[src/sefd_pkg.sv]
`timescale 1ns / 1ps

package sefd_pkg;

    localparam int MAX_PAYLOAD = 256;

    localparam int BYTE_W  = 8;
    localparam int LEN_W   = 16;
    localparam int COUNT_W = 9;
    localparam int KIND_W  = 2;

    localparam logic [BYTE_W-1:0] STX_BYTE  = 8'hAA;
    localparam logic [BYTE_W-1:0] ETX_BYTE  = 8'h55;
    localparam logic [LEN_W-1:0]  LEN_LIMIT = LEN_W'(MAX_PAYLOAD);

    typedef enum logic [2:0] {
        PH_HUNT    = 3'd0,
        PH_LEN_HI  = 3'd1,
        PH_LEN_LO  = 3'd2,
        PH_OPCODE  = 3'd3,
        PH_PAYLOAD = 3'd4,
        PH_CRC     = 3'd5,
        PH_ETX     = 3'd6
    } phase_t;

    typedef enum logic [KIND_W-1:0] {
        KIND_TENTATIVE = 2'd0,
        KIND_COMMIT    = 2'd1,
        KIND_DROP      = 2'd2
    } kind_t;

    typedef struct packed {
        kind_t               kind;
        logic [BYTE_W-1:0]   data;
        logic [BYTE_W-1:0]   opcode;
        logic [COUNT_W-1:0]  position;
    } result_t;

endpackage

[src/sefd_parser.sv]
`timescale 1ns / 1ps

module sefd_parser (
    input  logic                        aclk,
    input  logic                        aresetn,
    input  logic                        in_accept,
    input  logic [sefd_pkg::BYTE_W-1:0] rx_byte,
    output logic                        res_valid,
    output sefd_pkg::result_t           res
);

    sefd_pkg::phase_t                   phase_reg, phase_next;
    logic [sefd_pkg::LEN_W-1:0]         length_reg, length_next;
    logic [sefd_pkg::COUNT_W-1:0]       count_reg, count_next;
    logic [sefd_pkg::BYTE_W-1:0]        opcode_reg, opcode_next;
    logic [sefd_pkg::BYTE_W-1:0]        crc_reg, crc_next;
    logic [sefd_pkg::LEN_W-1:0]         length_full;
    logic [sefd_pkg::COUNT_W-1:0]       count_inc;

    always_ff @(posedge aclk) begin
        if (!aresetn) begin
            phase_reg  <= sefd_pkg::PH_HUNT;
            length_reg <= '0;
            count_reg  <= '0;
            opcode_reg <= '0;
            crc_reg    <= '0;
        end else if (in_accept) begin
            phase_reg  <= phase_next;
            length_reg <= length_next;
            count_reg  <= count_next;
            opcode_reg <= opcode_next;
            crc_reg    <= crc_next;
        end
    end

    assign length_full = {length_reg[sefd_pkg::LEN_W-1:sefd_pkg::BYTE_W], rx_byte};
    assign count_inc   = count_reg + 1'b1;

    always_comb begin
        phase_next   = phase_reg;
        length_next  = length_reg;
        count_next   = count_reg;
        opcode_next  = opcode_reg;
        crc_next     = crc_reg;
        res_valid    = 1'b0;
        res.kind     = sefd_pkg::KIND_DROP;
        res.data     = '0;
        res.opcode   = '0;
        res.position = '0;
        case (phase_reg)
            sefd_pkg::PH_HUNT: begin
                if (rx_byte == sefd_pkg::STX_BYTE) begin
                    phase_next = sefd_pkg::PH_LEN_HI;
                    count_next = '0;
                end
            end
            sefd_pkg::PH_LEN_HI: begin
                length_next = {rx_byte, {sefd_pkg::BYTE_W{1'b0}}};
                phase_next  = sefd_pkg::PH_LEN_LO;
            end
            sefd_pkg::PH_LEN_LO: begin
                length_next = length_full;
                opcode_next = '0;
                crc_next    = '0;
                if (length_full > sefd_pkg::LEN_LIMIT) begin
                    phase_next = sefd_pkg::PH_HUNT;
                    res_valid  = 1'b1;
                end else begin
                    phase_next = sefd_pkg::PH_OPCODE;
                end
            end
            sefd_pkg::PH_OPCODE: begin
                opcode_next = rx_byte;
                count_next  = '0;
                phase_next  = (length_reg == '0) ? sefd_pkg::PH_CRC : sefd_pkg::PH_PAYLOAD;
            end
            sefd_pkg::PH_PAYLOAD: begin
                count_next = count_inc;
                if (sefd_pkg::LEN_W'(count_inc) >= length_reg) begin
                    phase_next = sefd_pkg::PH_CRC;
                end
                res_valid    = 1'b1;
                res.kind     = sefd_pkg::KIND_TENTATIVE;
                res.data     = rx_byte;
                res.opcode   = opcode_reg;
                res.position = count_reg;
            end
            sefd_pkg::PH_CRC: begin
                crc_next   = rx_byte;
                phase_next = sefd_pkg::PH_ETX;
            end
            sefd_pkg::PH_ETX: begin
                phase_next   = sefd_pkg::PH_HUNT;
                res_valid    = 1'b1;
                res.opcode   = opcode_reg;
                res.position = count_reg;
                if (rx_byte == sefd_pkg::ETX_BYTE) begin
                    res.kind = sefd_pkg::KIND_COMMIT;
                    res.data = crc_reg;
                end
            end
            default: begin
                phase_next = sefd_pkg::PH_HUNT;
            end
        endcase
    end

endmodule

[src/stx_etx_frame_deframer.sv]
`timescale 1ns / 1ps
// Each accepted byte updates the parser in the cycle it is taken, and any result
// appears on the m_ side in the following cycle from the output register.
// Throughput is one byte per cycle; a new byte is taken whenever the output
// register is empty or its transaction completes in the same cycle.
// Synchronous active-low reset returns the parser to hunting for STX and empties the output.

module stx_etx_frame_deframer (
    input  logic                          aclk,
    input  logic                          aresetn,
    input  logic                          s_valid,
    output logic                          s_ready,
    input  logic [sefd_pkg::BYTE_W-1:0]   s_rx_byte,
    output logic                          m_valid,
    input  logic                          m_ready,
    output logic [sefd_pkg::KIND_W-1:0]   m_result_kind,
    output logic [sefd_pkg::BYTE_W-1:0]   m_data_byte,
    output logic [sefd_pkg::BYTE_W-1:0]   m_opcode,
    output logic [sefd_pkg::COUNT_W-1:0]  m_position
);

    logic              in_accept;
    logic              res_valid;
    sefd_pkg::result_t res;
    logic              out_valid_reg, out_valid_next;
    sefd_pkg::result_t out_reg;

    assign s_ready   = !out_valid_reg || m_ready;
    assign in_accept = s_valid && s_ready;

    sefd_parser u_parser (
        .aclk      (aclk),
        .aresetn   (aresetn),
        .in_accept (in_accept),
        .rx_byte   (s_rx_byte),
        .res_valid (res_valid),
        .res       (res)
    );

    always_comb begin
        out_valid_next = out_valid_reg && !m_ready;
        if (in_accept) begin
            out_valid_next = res_valid;
        end
    end

    always_ff @(posedge aclk) begin
        if (!aresetn) begin
            out_valid_reg <= 1'b0;
        end else begin
            out_valid_reg <= out_valid_next;
        end
    end

    always_ff @(posedge aclk) begin
        if (in_accept && res_valid) begin
            out_reg <= res;
        end
    end

    assign m_valid       = out_valid_reg;
    assign m_result_kind = out_reg.kind;
    assign m_data_byte   = out_reg.data;
    assign m_opcode      = out_reg.opcode;
    assign m_position    = out_reg.position;

endmodule
[config.mk]
export PLATFORM = sky130hd
export DESIGN_NAME = stx_etx_frame_deframer
export DESIGN_NICKNAME = d
export VERILOG_FILES = /design/src/sefd_pkg.sv /design/src/sefd_parser.sv /design/src/stx_etx_frame_deframer.sv
export SDC_FILE = /design/constraint.sdc
export NUM_CORES = 1
export LEC_CHECK = 0
export BUFFER_PORTS_ARGS = -buffer_cell sky130_fd_sc_hd__buf_2
export CORE_MARGIN = 2
export CORE_UTILIZATION = 42
export CTS_BUF_LIST = sky130_fd_sc_hd__clkbuf_4
export CTS_CLUSTER_DIAMETER = 120
export DETAILED_ROUTE_END_ITERATION = 10
export PLACE_DENSITY = 0.62
export SETUP_SLACK_MARGIN = 0.3
export SYNTH_ARGS = -nofsm -noshare
export SYNTH_HDL_FRONTEND = slang
export SYNTH_SLANG_ARGS = --single-unit
[constraint.sdc]
create_clock -name aclk -period 5.6 [get_ports aclk]
set_clock_uncertainty 0.2 [all_clocks]
set_input_delay 0.28 -clock aclk [delete_from_list [all_inputs] [get_ports aclk]]
set_output_delay 0.28 -clock aclk [all_outputs]
set_load 0.1 [all_outputs]
==> impl_metrics.xml, run 1 <==
<?xml version="1.0" encoding="UTF-8"?>
<metrics>
  <group name="run_status">
    <metric name="outcome" unit="">finished, final reports clean</metric>
  </group>
  <group name="global_routing">
    <metric name="grt_start_max_net_pins" unit="">36</metric>
    <metric name="globalRouteOverflowTotal" unit="">0</metric>
    <metric name="initial_antenna_violation_count" unit="">0</metric>
    <metric name="first_global_vias" unit="">2338</metric>
    <metric name="globalRouteTotalUtil" unit="%">18.5</metric>
    <metric name="grt_first_pass_wirelength" unit="mm">12.0</metric>
  </group>
  <group name="sta">
    <metric name="timing.slew.headroom" unit="%">28.0</metric>
    <metric name="final_setup_violations" unit="">0</metric>
    <metric name="final_clock_period_utilization_by_the_worst_path" unit="%">51.0</metric>
    <metric name="fin_worst_hold_slack" unit="ps">14.1</metric>
    <metric name="period_needed" unit="ps">2850</metric>
    <metric name="timing.setup.tns" unit="ps">0</metric>
    <metric name="maxSlewViolCount" unit="">0</metric>
    <metric name="max_freq" unit="MHz">350</metric>
    <metric name="grt_setup_unrepaired" unit="">false</metric>
    <metric name="tightestPinTransition" unit="ps">1080</metric>
    <metric name="hold_viol_final" unit="">0</metric>
  </group>
  <group name="power">
    <metric name="p_leak" unit="nW">1.30</metric>
    <metric name="power.density_cell_area" unit="nW/um^2">229</metric>
    <metric name="peakVddDrop" unit="uV">116</metric>
  </group>
  <group name="synthesis">
    <metric name="yosysUniqueCellTypes" unit="">43</metric>
    <metric name="netlist_area" unit="sq um">3210</metric>
    <metric name="synth_top_cells_by_area" unit="">sky130_fd_sc_hd__dfxtp_1 28%, sky130_fd_sc_hd__edfxtp_1 25%, sky130_fd_sc_hd__a22oi_1 4.4%</metric>
    <metric name="synthMostInstantiatedCell" unit="">sky130_fd_sc_hd__dfxtp_1</metric>
    <metric name="postSynth.asyncResetShare" unit="%">0</metric>
    <metric name="synthTopCellsByCount" unit="">45 x sky130_fd_sc_hd__dfxtp_1, 33 x sky130_fd_sc_hd__nand2_1, 30 x sky130_fd_sc_hd__nor2_1</metric>
    <metric name="synth_seq_cells" unit="">72</metric>
    <metric name="postSynthNetCount" unit="">351</metric>
    <metric name="post_synth.cell_area_avg" unit="sq um">9.75</metric>
    <metric name="synth_top_area_cell" unit="">sky130_fd_sc_hd__dfxtp_1</metric>
    <metric name="netlist_instances" unit="">329</metric>
    <metric name="synth.yosys.warnings" unit="">0</metric>
    <metric name="synth_top_area_share" unit="%">28.1</metric>
    <metric name="ys.flop_type" unit="">sky130_fd_sc_hd__dfxtp_1</metric>
    <metric name="number_of_enable_type_register_cells_in_the_synthesized_netlist" unit="">27</metric>
    <metric name="sequential_area_share_after_synthesis" unit="%">53.4</metric>
  </group>
  <group name="cells_and_area">
    <metric name="final-instance-count-excl-fill" unit="">475</metric>
    <metric name="post_route_cells_drive_above_1_share" unit="%">18.4</metric>
    <metric name="nets" unit="">393</metric>
    <metric name="largest_register_ffs" unit="">16</metric>
    <metric name="antenna_cells_inserted" unit="">0</metric>
    <metric name="area_growth_syn_to_layout" unit="%">13.7</metric>
  </group>
  <group name="routing">
    <metric name="drt_iter0_drc" unit="">212</metric>
    <metric name="final_antenna_net_count" unit="">0</metric>
    <metric name="postRouteWirelength" unit="mm">7.24</metric>
    <metric name="drt-wirelength-per-cell" unit="um">15.2</metric>
    <metric name="drtPass1Iterations" unit="">5</metric>
    <metric name="route.vias.total" unit="">2573</metric>
    <metric name="number_of_vias_per_cell_after_detailed_routing" unit="">5.42</metric>
    <metric name="drc" unit="">0</metric>
  </group>
  <group name="cts">
    <metric name="clockBufferDepth" unit="">2</metric>
    <metric name="worst_skew_pair.late_latency" unit="ps">410</metric>
    <metric name="number_of_instances_resized_during_post_cts_repair" unit="">0</metric>
    <metric name="clock-sinks" unit="">72</metric>
    <metric name="tritoncts" unit="">built</metric>
    <metric name="clock_buffer_count_from_cts" unit="">9</metric>
    <metric name="htreeDepth" unit="">3</metric>
    <metric name="cts.reportedPaths.clkPinSlew" unit="ps">120</metric>
    <metric name="cts-root-buf" unit="">sky130_fd_sc_hd__clkbuf_4</metric>
  </group>
  <group name="floorplan">
    <metric name="floorplan.die_area" unit="sq um">8350</metric>
    <metric name="std_cell_rows" unit="">31</metric>
    <metric name="die_w" unit="um">91.4</metric>
    <metric name="starting_density_of_the_core" unit="%">43.8</metric>
    <metric name="coreArea" unit="sq um">7330</metric>
    <metric name="io_pins" unit="">41</metric>
    <metric name="floorplan.die.height" unit="um">91.4</metric>
  </group>
  <group name="setup_path">
    <metric name="worst-endpoint-required" unit="ps">5720</metric>
    <metric name="crit_path_max_incr_delay" unit="ps">630</metric>
    <metric name="crit_family" unit="">simple AND/OR/NAND/NOR gates</metric>
    <metric name="critical_path_class" unit="">input port to flip-flop</metric>
    <metric name="timing.critical_path.arrival" unit="ps">2970</metric>
    <metric name="critical_path_s_slowest_cell" unit="">sky130_fd_sc_hd__nand2_1</metric>
    <metric name="critical_path.cell_chain" unit="">dlygate4sd3_1 &gt; buf_2 &gt; or4_1 &gt; o21a_1 &gt; o21ai_0 &gt; nand2_1 &gt; o21a_1</metric>
    <metric name="timing.critical_path.mode_cell" unit="">sky130_fd_sc_hd__o21a_1</metric>
    <metric name="worst_setup_path_start_kind" unit="">input port</metric>
    <metric name="setup.worst_path.end_class" unit="">flip-flop</metric>
    <metric name="cp.buffers_inverters" unit="">2</metric>
    <metric name="worst-path-max-fanout" unit="">28</metric>
  </group>
  <group name="place">
    <metric name="final_weighted_congestion_of_routability_driven_global_placement" unit="">0.843</metric>
    <metric name="place.detailed.instances" unit="">454</metric>
    <metric name="port_buffers" unit="">40</metric>
    <metric name="dp_hpwl" unit="mm">4.89</metric>
  </group>
  <group name="run">
    <metric name="drv_cap" unit="">0</metric>
  </group>
  <group name="hold_path">
    <metric name="hold_class" unit="">input port to flip-flop</metric>
  </group>
</metrics>
## timing repair
item	in CTS	in global routing
endpoints found under the hold margin	7	1
hold buffers	4	1
buffers inserted	0	0
## layout by cell type, fill, tap and decap left out, types with 11 or more instances in the layout
master                     netlist  routed
sky130_fd_sc_hd__buf_2           1      40
sky130_fd_sc_hd__a22oi_1        19      19
sky130_fd_sc_hd__nor2_1         30      30
sky130_fd_sc_hd__nand2_1        33      33
sky130_fd_sc_hd__edfxtp_1       27      27
sky130_fd_sc_hd__and3_1         20      20
sky130_fd_sc_hd__dfxtp_1        45      45
sky130_fd_sc_hd__nand3_1        24      24
sky130_fd_sc_hd__clkbuf_4        0      11
sky130_fd_sc_hd__inv_1          12      12
sky130_fd_sc_hd__a21oi_1        23      23
## final cells by class
cell class | instances | area, sq um
well taps | 99 | 124
inverters | 13 | 48.8
repair buffers | 48 | 273
multi-input cells | 227 | 1380
flip-flops and latches | 72 | 1710
clock inverters | 5 | 25.0
fillers | 690 | 3680
clock buffers | 11 | 82.6
## worst register-to-register path: stages (launching register included)
cell and delay (ps):
sky130_fd_sc_hd__dfxtp_1 500, sky130_fd_sc_hd__ha_1 290, sky130_fd_sc_hd__nand3_1 170, sky130_fd_sc_hd__nor3_1 280
sky130_fd_sc_hd__xor2_1 130, sky130_fd_sc_hd__ha_1 320, sky130_fd_sc_hd__nand4_1 80, sky130_fd_sc_hd__nor2_1 110
sky130_fd_sc_hd__a221oi_1 80, sky130_fd_sc_hd__a211o_2 310, sky130_fd_sc_hd__a221oi_2 260
## kinds of logic after synthesis
logic type | after synthesis | share of synthesized area, %
AO/OA/AOI/OAI | 72 | 15.5
XOR/XNOR | 7 | 1.91
adder cells (fa/ha/maj) | 10 | 3.90
buffers and inverters | 30 | 3.55
flip-flops | 72 | 53.4
AND/OR/NAND/NOR | 138 | 21.8
## path summary, 6_finish.rpt
kind	cells after the start	slack [ps]	startpoint	to
setup / recovery	7	2750	s_rx_byte[1]	m_valid
hold / removal	3	10	s_rx_byte[3]	u_parser.length_reg[11]
setup reg to reg	10	2770	u_parser.count_reg[0]	u_parser.phase_reg[0]
hold reg to reg	2	250	u_parser.opcode_reg[7]	u_parser.opcode_reg[7]
## layer usage
metal	global-route usage (%)	up-vias	wire [um]
li1	-	1289	-
met1	26.4	1201	3400
met2	27.0	72	3290
met3	4.73	11	432
met4	6.57	0	114
met5	0	-	0
## through the flow
step	power (mW)	area [sq um]	utilization, %	setup WS (ps)
4_1_cts	0.840	3640	49.6	2720
5_1_grt	0.869	3650	49.8	2520
6_report	0.836	3650	49.8	2750
3_5_place_dp	0.572	3490	47.6	2800
3_3_place_gp	0.571	3490	47.6	2830
2_1_floorplan	0.558	3210	-	2620
## power by group
group          leakage, nW  internal, mW  switching [mW]
logic                0.676       0.00728          0.0167
registers            0.565         0.539        0.000251
clock network       0.0617        0.0971           0.176
total                 1.30         0.643           0.193
(Power assumes the default switching activity.)
==> run 2, diff against run 1 <==
ABC_AREA = 1   (was not set)
clock period = 3 ns   (was 5.6 ns; I/O delays follow)
==> run 2 against run 1 <==
  * First-iteration DRC count fell by 15%
  * Die area rose by 3.7%
  * Largest cell class unchanged
  * Worst hold slack improved by 110 ps
  * Sequential share of layout area fell by 3.8 points
  * Non-clock buffer count rose by 6
==> impl_metrics.xml, run 2 <==
<?xml version="1.0" encoding="UTF-8"?>
<metrics>
  <group name="place">
    <metric name="place.detailed.instances" unit="">546</metric>
    <metric name="port_buffers" unit="">40</metric>
    <metric name="detailed_place.area" unit="sq um">3670</metric>
    <metric name="dp_hpwl" unit="mm">5.14</metric>
    <metric name="final_weighted_congestion_of_routability_driven_global_placement" unit="">0.823</metric>
  </group>
  <group name="synthesis">
    <metric name="yosysUniqueCellTypes" unit="">32</metric>
    <metric name="synth_top_area_share" unit="%">27.0</metric>
    <metric name="postSynth.asyncResetShare" unit="%">0</metric>
    <metric name="sequential_area_share_after_synthesis" unit="%">51.4</metric>
    <metric name="netlist_instances" unit="">409</metric>
    <metric name="number_of_enable_type_register_cells_in_the_synthesized_netlist" unit="">27</metric>
    <metric name="netlist_area" unit="sq um">3330</metric>
    <metric name="synth.yosys.warnings" unit="">0</metric>
    <metric name="synth_top_area_cell" unit="">sky130_fd_sc_hd__dfxtp_1</metric>
    <metric name="synth_top_cells_by_area" unit="">sky130_fd_sc_hd__dfxtp_1 27%, sky130_fd_sc_hd__edfxtp_1 24%, sky130_fd_sc_hd__nand2_1 11%</metric>
    <metric name="synthTopCellsByCount" unit="">96 x sky130_fd_sc_hd__nand2_1, 55 x sky130_fd_sc_hd__inv_1, 52 x sky130_fd_sc_hd__nor2_1</metric>
    <metric name="postSynthNetCount" unit="">431</metric>
    <metric name="synth_seq_cells" unit="">72</metric>
    <metric name="ys.flop_type" unit="">sky130_fd_sc_hd__dfxtp_1</metric>
    <metric name="post_synth.cell_area_avg" unit="sq um">8.15</metric>
    <metric name="synthMostInstantiatedCell" unit="">sky130_fd_sc_hd__nand2_1</metric>
  </group>
  <group name="routing">
    <metric name="postRouteWirelength" unit="mm">7.18</metric>
    <metric name="met1Wirelength" unit="mm">3.53</metric>
    <metric name="drtPass1Iterations" unit="">5</metric>
    <metric name="drt-wirelength-per-cell" unit="um">12.5</metric>
    <metric name="drc" unit="">0</metric>
    <metric name="number_of_vias_per_cell_after_detailed_routing" unit="">4.83</metric>
    <metric name="highest-signal-layer" unit="">met4</metric>
    <metric name="dr_wl_met3" unit="um">348</metric>
    <metric name="final_antenna_net_count" unit="">0</metric>
    <metric name="route.vias.total" unit="">2765</metric>
    <metric name="drt_iter0_drc" unit="">181</metric>
    <metric name="routed-wl-met2" unit="mm">3.23</metric>
  </group>
  <group name="floorplan">
    <metric name="floorplan.die.height" unit="um">93.1</metric>
    <metric name="starting_density_of_the_core" unit="%">43.1</metric>
    <metric name="std_cell_rows" unit="">32</metric>
    <metric name="floorplan.die_area" unit="sq um">8660</metric>
    <metric name="coreArea" unit="sq um">7730</metric>
    <metric name="io_pins" unit="">41</metric>
    <metric name="die_w" unit="um">93.1</metric>
  </group>
  <group name="cells_and_area">
    <metric name="nets" unit="">488</metric>
    <metric name="area_growth_syn_to_layout" unit="%">19.3</metric>
    <metric name="most-common-layout-cells" unit="">95 x sky130_fd_sc_hd__nand2_1, 55 x sky130_fd_sc_hd__inv_1, 52 x sky130_fd_sc_hd__nor2_1</metric>
    <metric name="finish.instance_area" unit="sq um">3980</metric>
    <metric name="antenna_cells_inserted" unit="">0</metric>
    <metric name="largest_register_ffs" unit="">16</metric>
    <metric name="post_route_cells_drive_above_1_share" unit="%">18.0</metric>
    <metric name="fillerInstances" unit="">744</metric>
    <metric name="final_common_cell" unit="">sky130_fd_sc_hd__nand2_1</metric>
    <metric name="final-instance-count-excl-fill" unit="">573</metric>
  </group>
  <group name="cts">
    <metric name="clockBufferDepth" unit="">2</metric>
    <metric name="clock_buffer_count_from_cts" unit="">9</metric>
    <metric name="cts-root-buf" unit="">sky130_fd_sc_hd__clkbuf_4</metric>
    <metric name="worst_skew_pair.late_latency" unit="ps">420</metric>
    <metric name="htreeDepth" unit="">3</metric>
    <metric name="tritoncts" unit="">built</metric>
    <metric name="clock-sinks" unit="">72</metric>
    <metric name="cts.reportedPaths.clkPinSlew" unit="ps">140</metric>
  </group>
  <group name="setup_path">
    <metric name="worst_setup_path_start_kind" unit="">flip-flop</metric>
    <metric name="setup.worst_path.end_class" unit="">flip-flop</metric>
    <metric name="timing.critical_path.arrival" unit="ps">2560</metric>
    <metric name="worst-path-max-fanout" unit="">5</metric>
    <metric name="worst_r2r_path_depth" unit="">14</metric>
    <metric name="critical_path_class" unit="">flip-flop to flip-flop</metric>
    <metric name="timing.rr.start" unit="">u_parser.count_reg[0]</metric>
    <metric name="rrSetupSlack" unit="ps">550</metric>
    <metric name="worst-endpoint-required" unit="ps">3110</metric>
    <metric name="r2r_end" unit="">u_parser.phase_reg[1]</metric>
  </group>
  <group name="power">
    <metric name="power.density_cell_area" unit="nW/um^2">523</metric>
    <metric name="peakVddDrop" unit="uV">213</metric>
    <metric name="fin_total_pwr" unit="mW">2.08</metric>
    <metric name="p_leak" unit="nW">1.57</metric>
  </group>
  <group name="global_routing">
    <metric name="grt_start_max_net_pins" unit="">26</metric>
    <metric name="globalRouteTotalUtil" unit="%">18.2</metric>
    <metric name="globalRouteOverflowTotal" unit="">0</metric>
    <metric name="grt_first_pass_wirelength" unit="mm">12.3</metric>
    <metric name="first_global_vias" unit="">2532</metric>
    <metric name="initial_antenna_violation_count" unit="">0</metric>
  </group>
  <group name="sta">
    <metric name="period_needed" unit="ps">2450</metric>
    <metric name="timing.setup.tns" unit="ps">0</metric>
    <metric name="timing.slew.headroom" unit="%">61.9</metric>
    <metric name="final_setup_violations" unit="">0</metric>
    <metric name="tightestPinTransition" unit="ps">568</metric>
    <metric name="max_freq" unit="MHz">407</metric>
    <metric name="final_clock_period_utilization_by_the_worst_path" unit="%">81.8</metric>
    <metric name="grt_setup_unrepaired" unit="">true</metric>
    <metric name="hold_viol_final" unit="">0</metric>
    <metric name="maxSlewViolCount" unit="">0</metric>
  </group>
  <group name="hold_path">
    <metric name="holdCritStartpoint" unit="">m_ready</metric>
    <metric name="hold_class" unit="">input port to flip-flop</metric>
    <metric name="min_delay_worst_endpoint" unit="">u_parser.count_reg[8]</metric>
    <metric name="min_delay_path_depth" unit="">7</metric>
  </group>
  <group name="run">
    <metric name="drv_cap" unit="">0</metric>
  </group>
  <group name="run_status">
    <metric name="outcome" unit="">finished, final reports clean</metric>
  </group>
</metrics>
==> run 2: changes by cell type in the layout (fill, tap and decap cells not counted), moves of 8 or more <==
| cell | before | now |
|---|---|---|
| sky130_fd_sc_hd__nand2_1 | 33 | 95 |
| sky130_fd_sc_hd__inv_1 | 12 | 55 |
| sky130_fd_sc_hd__nor2_1 | 30 | 52 |
| sky130_fd_sc_hd__and3_1 | 20 | 0 |
| sky130_fd_sc_hd__a22oi_1 | 19 | 0 |
| sky130_fd_sc_hd__a21oi_1 | 23 | 38 |
| sky130_fd_sc_hd__inv_2 | 0 | 8 |
| sky130_fd_sc_hd__o22ai_1 | 0 | 8 |
==> run 2: repair_timing <==
action                                 4_1_cts  5_1_grt
buffers inserted                             0        0
hold buffers                                11        0
gates resized for setup                      0        3
endpoints found under the hold margin       40        0
setup endpoints to repair                    0        3
==> run 2: power by group <==
part / switching (mW) / leakage [nW] / total (mW) / internal, mW
registers: 0.0117 / 0.613 / 1.04 / 1.03
clock network: 0.360 / 0.0976 / 0.798 / 0.437
logic: 0.176 / 0.863 / 0.242 / 0.0655
total: 0.548 / 1.57 / 2.08 / 1.53
==> run 2: logic make-up (layout without fill, tap and decap cells) <==
group                    after synthesis  count (layout)  synth area share [%]
buffers and inverters                 73             135                  8.41
adder cells (fa/ha/maj)               10              10                  3.75
AO/OA/AOI/OAI                         60              60                  9.76
XOR/XNOR                               7               7                  1.84
flip-flops                            72              72                  51.4
AND/OR/NAND/NOR                      187             187                  24.9
==> run 2: metrics by stage <==
stage,hold WS [ps],utilization (%),setup slack (ps)
6_report,119,51.5,545
5_1_grt,134,51.5,295
4_1_cts,88.5,51.3,447
3_5_place_dp,210,47.4,520
3_3_place_gp,196,47.4,630
2_1_floorplan,47.6,-,416
==> run 2: worst max-delay path, stage by stage, from the launching register on <==
cell and delay (ps):
sky130_fd_sc_hd__dfxtp_2 390, sky130_fd_sc_hd__ha_1 200, sky130_fd_sc_hd__nand2_1 60, sky130_fd_sc_hd__nor2_1 140, sky130_fd_sc_hd__nand3_1 120, sky130_fd_sc_hd__nor2_1 100, sky130_fd_sc_hd__nand2_1 70, sky130_fd_sc_hd__xor2_1 170
sky130_fd_sc_hd__ha_1 280, sky130_fd_sc_hd__nor3b_1 180, sky130_fd_sc_hd__nand2_1 70, sky130_fd_sc_hd__nand2_1 70, sky130_fd_sc_hd__nand2_1 100, sky130_fd_sc_hd__nor2_1 150, sky130_fd_sc_hd__nor2_1 70
==> run 2: area by class of cell <==
| class | count | area [sq um] | area share (%) |
|---|---|---|---|
| tap | 102 | 128 | 3.21 |
| sequential | 72 | 1720 | 43.1 |
| inverter | 65 | 246 | 6.20 |
| multi-input combinational | 264 | 1350 | 34.0 |
| timing repair buffer | 54 | 345 | 8.68 |
| clock buffer | 10 | 75.1 | 1.89 |
| clock inverter | 6 | 115 | 2.89 |
==> run 2: metal layers <==
metal / vias to the layer above / track usage, %
li1: 1431 / -
met1: 1252 / 26.1
met4: 0 / 7.72
met2: 75 / 26.8
met3: 7 / 3.38
met5: - / 0
==> run 2: worst max path at each step <==
| stage | start | end | slack (ps) | cells past startpoint |
|---|---|---|---|---|
| finish | u_parser.count_reg[0] | u_parser.phase_reg[1] | 550 | 14 |
| global route | u_parser.count_reg[0] | u_parser.phase_reg[0] | 290 | 15 |
| CTS | u_parser.phase_reg[2] | m_valid | 450 | 9 |
| detailed placement | u_parser.count_reg[0] | u_parser.phase_reg[1] | 520 | 14 |
| global placement | u_parser.count_reg[0] | u_parser.phase_reg[0] | 630 | 14 |
| floorplan | m_valid | m_data_byte[0] | 420 | 3 |
==> run 3, diff against run 2 <==
clock period = 2.3 ns   (was 3 ns; I/O delays follow)
==> run 3 against run 2 <==
  * The flow now finishes with violations (hold timing)
  * Non-clock buffer count grew 9
  * Cell count grew 1.6%
  * Clock power grew 13%
  * Critical endpoint unchanged
  * Cell area grew 2.6%
  * Worst hold slack lost 370 ps
  * Critical path type unchanged
  * First-iteration DRC count grew 1.1%
  * Global-route usage shrank 0.49 points
==> impl_metrics.xml, run 3 (synthesis results as in run 2) <==
<?xml version="1.0" encoding="UTF-8"?>
<metrics>
  <group name="power">
    <metric name="combinationalPowerShare" unit="%">12.7</metric>
    <metric name="clockPowerShare" unit="%">34.8</metric>
    <metric name="p_sw" unit="mW">0.700</metric>
    <metric name="power.density_cell_area" unit="nW/um^2">632</metric>
    <metric name="peakVddDrop" unit="uV">299</metric>
    <metric name="p_leak" unit="nW">1.61</metric>
    <metric name="p_int" unit="mW">1.88</metric>
    <metric name="power.share.switching" unit="%">27.1</metric>
    <metric name="power_frac_seq" unit="%">52.5</metric>
  </group>
  <group name="floorplan">
    <metric name="die_w" unit="um">93.1</metric>
    <metric name="coreArea" unit="sq um">7730</metric>
    <metric name="io_pins" unit="">41</metric>
    <metric name="std_cell_rows" unit="">32</metric>
    <metric name="floorplan.die.height" unit="um">93.1</metric>
    <metric name="floorplan.die_area" unit="sq um">8660</metric>
    <metric name="starting_density_of_the_core" unit="%">43.1</metric>
  </group>
  <group name="setup_path">
    <metric name="r2r_end" unit="">u_parser.phase_reg[1]</metric>
    <metric name="timing.rr.start" unit="">u_parser.count_reg[1]</metric>
    <metric name="cp.buffers_inverters" unit="">1</metric>
    <metric name="critical_path_class" unit="">flip-flop to flip-flop</metric>
    <metric name="crit_path_max_incr_delay" unit="ps">400</metric>
    <metric name="worst-path-max-fanout" unit="">4</metric>
    <metric name="timing.critical_path.mode_cell" unit="">sky130_fd_sc_hd__nand2_1</metric>
    <metric name="critical_path_s_slowest_cell" unit="">sky130_fd_sc_hd__dfxtp_4</metric>
    <metric name="crit_family" unit="">simple AND/OR/NAND/NOR gates</metric>
    <metric name="worst_r2r_path_depth" unit="">15</metric>
    <metric name="rrSetupSlack" unit="ps">100</metric>
    <metric name="worst-endpoint-required" unit="ps">2420</metric>
    <metric name="timing.critical_path.arrival" unit="ps">2320</metric>
    <metric name="critical_path.cell_chain" unit="">ha_4 &gt; nand2_2 &gt; nor2_4 &gt; nand3_2 &gt; xor2_1 &gt; inv_1 &gt; ha_1 &gt; nand2_1 &gt; o21a_1 &gt; nand2_1 &gt; nand2_1 &gt; nand2_1 &gt; nand2_2 &gt; nor2_1 &gt; nor2_1</metric>
    <metric name="worst_setup_path_start_kind" unit="">flip-flop</metric>
    <metric name="setup.worst_path.end_class" unit="">flip-flop</metric>
  </group>
  <group name="cts">
    <metric name="worst_skew_pair.late_latency" unit="ps">430</metric>
    <metric name="clockBufferDepth" unit="">2</metric>
    <metric name="clock-sinks" unit="">72</metric>
    <metric name="htreeDepth" unit="">3</metric>
    <metric name="clock_buffer_count_from_cts" unit="">9</metric>
    <metric name="tritoncts" unit="">built</metric>
    <metric name="cts_hold_bufs" unit="">10</metric>
    <metric name="cts.reportedPaths.clkPinSlew" unit="ps">110</metric>
    <metric name="cts-root-buf" unit="">sky130_fd_sc_hd__clkbuf_4</metric>
  </group>
  <group name="cells_and_area">
    <metric name="final-instance-count-excl-fill" unit="">582</metric>
    <metric name="nets" unit="">497</metric>
    <metric name="area_growth_syn_to_layout" unit="%">22.4</metric>
    <metric name="fillerInstances" unit="">750</metric>
    <metric name="final_common_cell" unit="">sky130_fd_sc_hd__nand2_1</metric>
    <metric name="largest_register_ffs" unit="">16</metric>
    <metric name="antenna_cells_inserted" unit="">0</metric>
    <metric name="post_route_cells_drive_above_1_share" unit="%">22.5</metric>
    <metric name="most-common-layout-cells" unit="">93 x sky130_fd_sc_hd__nand2_1, 54 x sky130_fd_sc_hd__inv_1, 51 x sky130_fd_sc_hd__nor2_1</metric>
  </group>
  <group name="global_routing">
    <metric name="globalRouteTotalUtil" unit="%">17.7</metric>
    <metric name="grt_first_pass_wirelength" unit="mm">12.0</metric>
    <metric name="grt_start_max_net_pins" unit="">29</metric>
    <metric name="globalRouteOverflowTotal" unit="">0</metric>
    <metric name="initial_antenna_violation_count" unit="">0</metric>
    <metric name="first_global_vias" unit="">2625</metric>
  </group>
  <group name="routing">
    <metric name="drt-wirelength-per-cell" unit="um">12.6</metric>
    <metric name="drc" unit="">0</metric>
    <metric name="route.vias.total" unit="">2795</metric>
    <metric name="postRouteWirelength" unit="mm">7.33</metric>
    <metric name="number_of_vias_per_cell_after_detailed_routing" unit="">4.80</metric>
    <metric name="drt_iter0_drc" unit="">183</metric>
    <metric name="drtPass1Iterations" unit="">4</metric>
    <metric name="final_antenna_net_count" unit="">0</metric>
  </group>
  <group name="sta">
    <metric name="period_needed" unit="ps">2200</metric>
    <metric name="hold_viol_final" unit="">3</metric>
    <metric name="tightestPinTransition" unit="ps">896</metric>
    <metric name="timing.setup.tns" unit="ps">0</metric>
    <metric name="max_freq" unit="MHz">454</metric>
    <metric name="final_clock_period_utilization_by_the_worst_path" unit="%">95.7</metric>
    <metric name="maxSlewViolCount" unit="">0</metric>
    <metric name="final_setup_violations" unit="">0</metric>
    <metric name="grt_setup_unrepaired" unit="">true</metric>
    <metric name="fin_worst_hold_slack" unit="ps">-251</metric>
    <metric name="timing.slew.headroom" unit="%">40.0</metric>
  </group>
  <group name="hold_path">
    <metric name="min_delay_worst_endpoint" unit="">m_valid</metric>
    <metric name="holdCritStartpoint" unit="">aresetn</metric>
    <metric name="min_delay_path_depth" unit="">3</metric>
    <metric name="hold_class" unit="">input port to flip-flop</metric>
  </group>
  <group name="run">
    <metric name="drv_cap" unit="">0</metric>
  </group>
  <group name="place">
    <metric name="final_weighted_congestion_of_routability_driven_global_placement" unit="">0.806</metric>
    <metric name="port_buffers" unit="">40</metric>
    <metric name="place.detailed.instances" unit="">551</metric>
    <metric name="dp_hpwl" unit="mm">5.06</metric>
  </group>
  <group name="run_status">
    <metric name="violated_checks" unit="">hold timing</metric>
    <metric name="outcome" unit="">finished with violations</metric>
  </group>
</metrics>
run 3: changes by cell type in the layout (fill, tap and decap cells not counted), sizes merged:
cell / change
buf: +10
bufinv: -1
clkinv: +3
dlygate4sd3: -1
inv: -2
run 3: final cells by class:
type	instances	area (sq um)	share of cell area, %
clock buffers	10	75.1	1.84
multi-input cells	264	1420	34.8
flip-flops and latches	72	1730	42.4
repair buffers	63	398	9.75
clock inverters	6	85.1	2.08
well taps	102	128	3.13
inverters	65	246	6.04
run 3: repair_timing:
action                                 CTS  global route
endpoints found under the hold margin   45             3
setup buffers                            4             1
setup endpoints to repair               30            37
gates resized for setup                  1             4
pin swaps                                3             3
gates cloned                             0             0
run 3: worst register-to-register path, stage by stage (launching register included):
cell and delay, ps:
sky130_fd_sc_hd__dfxtp_4 400, sky130_fd_sc_hd__ha_4 140, sky130_fd_sc_hd__nand2_2 60, sky130_fd_sc_hd__nor2_4 110, sky130_fd_sc_hd__nand3_2 90, sky130_fd_sc_hd__xor2_1 140
sky130_fd_sc_hd__inv_1 80, sky130_fd_sc_hd__ha_1 280, sky130_fd_sc_hd__nand2_1 60, sky130_fd_sc_hd__o21a_1 160, sky130_fd_sc_hd__nand2_1 60, sky130_fd_sc_hd__nand2_1 40
sky130_fd_sc_hd__nand2_1 60, sky130_fd_sc_hd__nand2_2 70, sky130_fd_sc_hd__nor2_1 120, sky130_fd_sc_hd__nor2_1 50
run 3: power groups by stage:
stage / combinational, mW / sequential [mW] / clock [mW]
final: 0.328 / 1.35 / 0.898
after global routing: 0.362 / 1.36 / 0.970
after CTS: 0.327 / 1.35 / 0.908
after detailed placement: 0.313 / 1.38 / 0
after global placement: 0.311 / 1.38 / 0
after floorplan: 0.174 / 1.43 / 0
run 3: how the worst max path moves through the flow:
stage,to,slack [ps],from,depth (start not counted)
finish,u_parser.phase_reg[1],100,u_parser.count_reg[1],15
global route,u_parser.phase_reg[1],-170,u_parser.count_reg[2],16
CTS,u_parser.phase_reg[0],80,u_parser.count_reg[1],16
detailed placement,u_parser.phase_reg[0],70,u_parser.count_reg[1],16
global placement,u_parser.phase_reg[0],140,u_parser.count_reg[2],16
floorplan,u_parser.phase_reg[1],230,u_parser.count_reg[1],15
run 3: stage by stage:
step | power (mW) | hold slack, ps | setup slack (ps) | instance area [sq um] | util [%]
finish | 2.58 | -251 | 99.3 | 4080 | 52.8
global route | 2.69 | -255 | -167 | 4080 | 52.8
CTS | 2.59 | -264 | 77.8 | 4060 | 52.5
detailed placement | 1.69 | 177 | 67.7 | 3770 | 48.7
global placement | 1.69 | 167 | 141 | 3770 | 48.7
floorplan | 1.61 | 12.0 | 234 | 3410 | -
run 3: metal layers:
layer | share of wire [%] | wire, um | track usage, %
met3 | 5.8 | 428 | 2.66
met1 | 49 | 3580 | 24.8
met4 | 1.5 | 113 | 6.99
met5 | 0 | 0 | 0
met2 | 44 | 3210 | 27.5
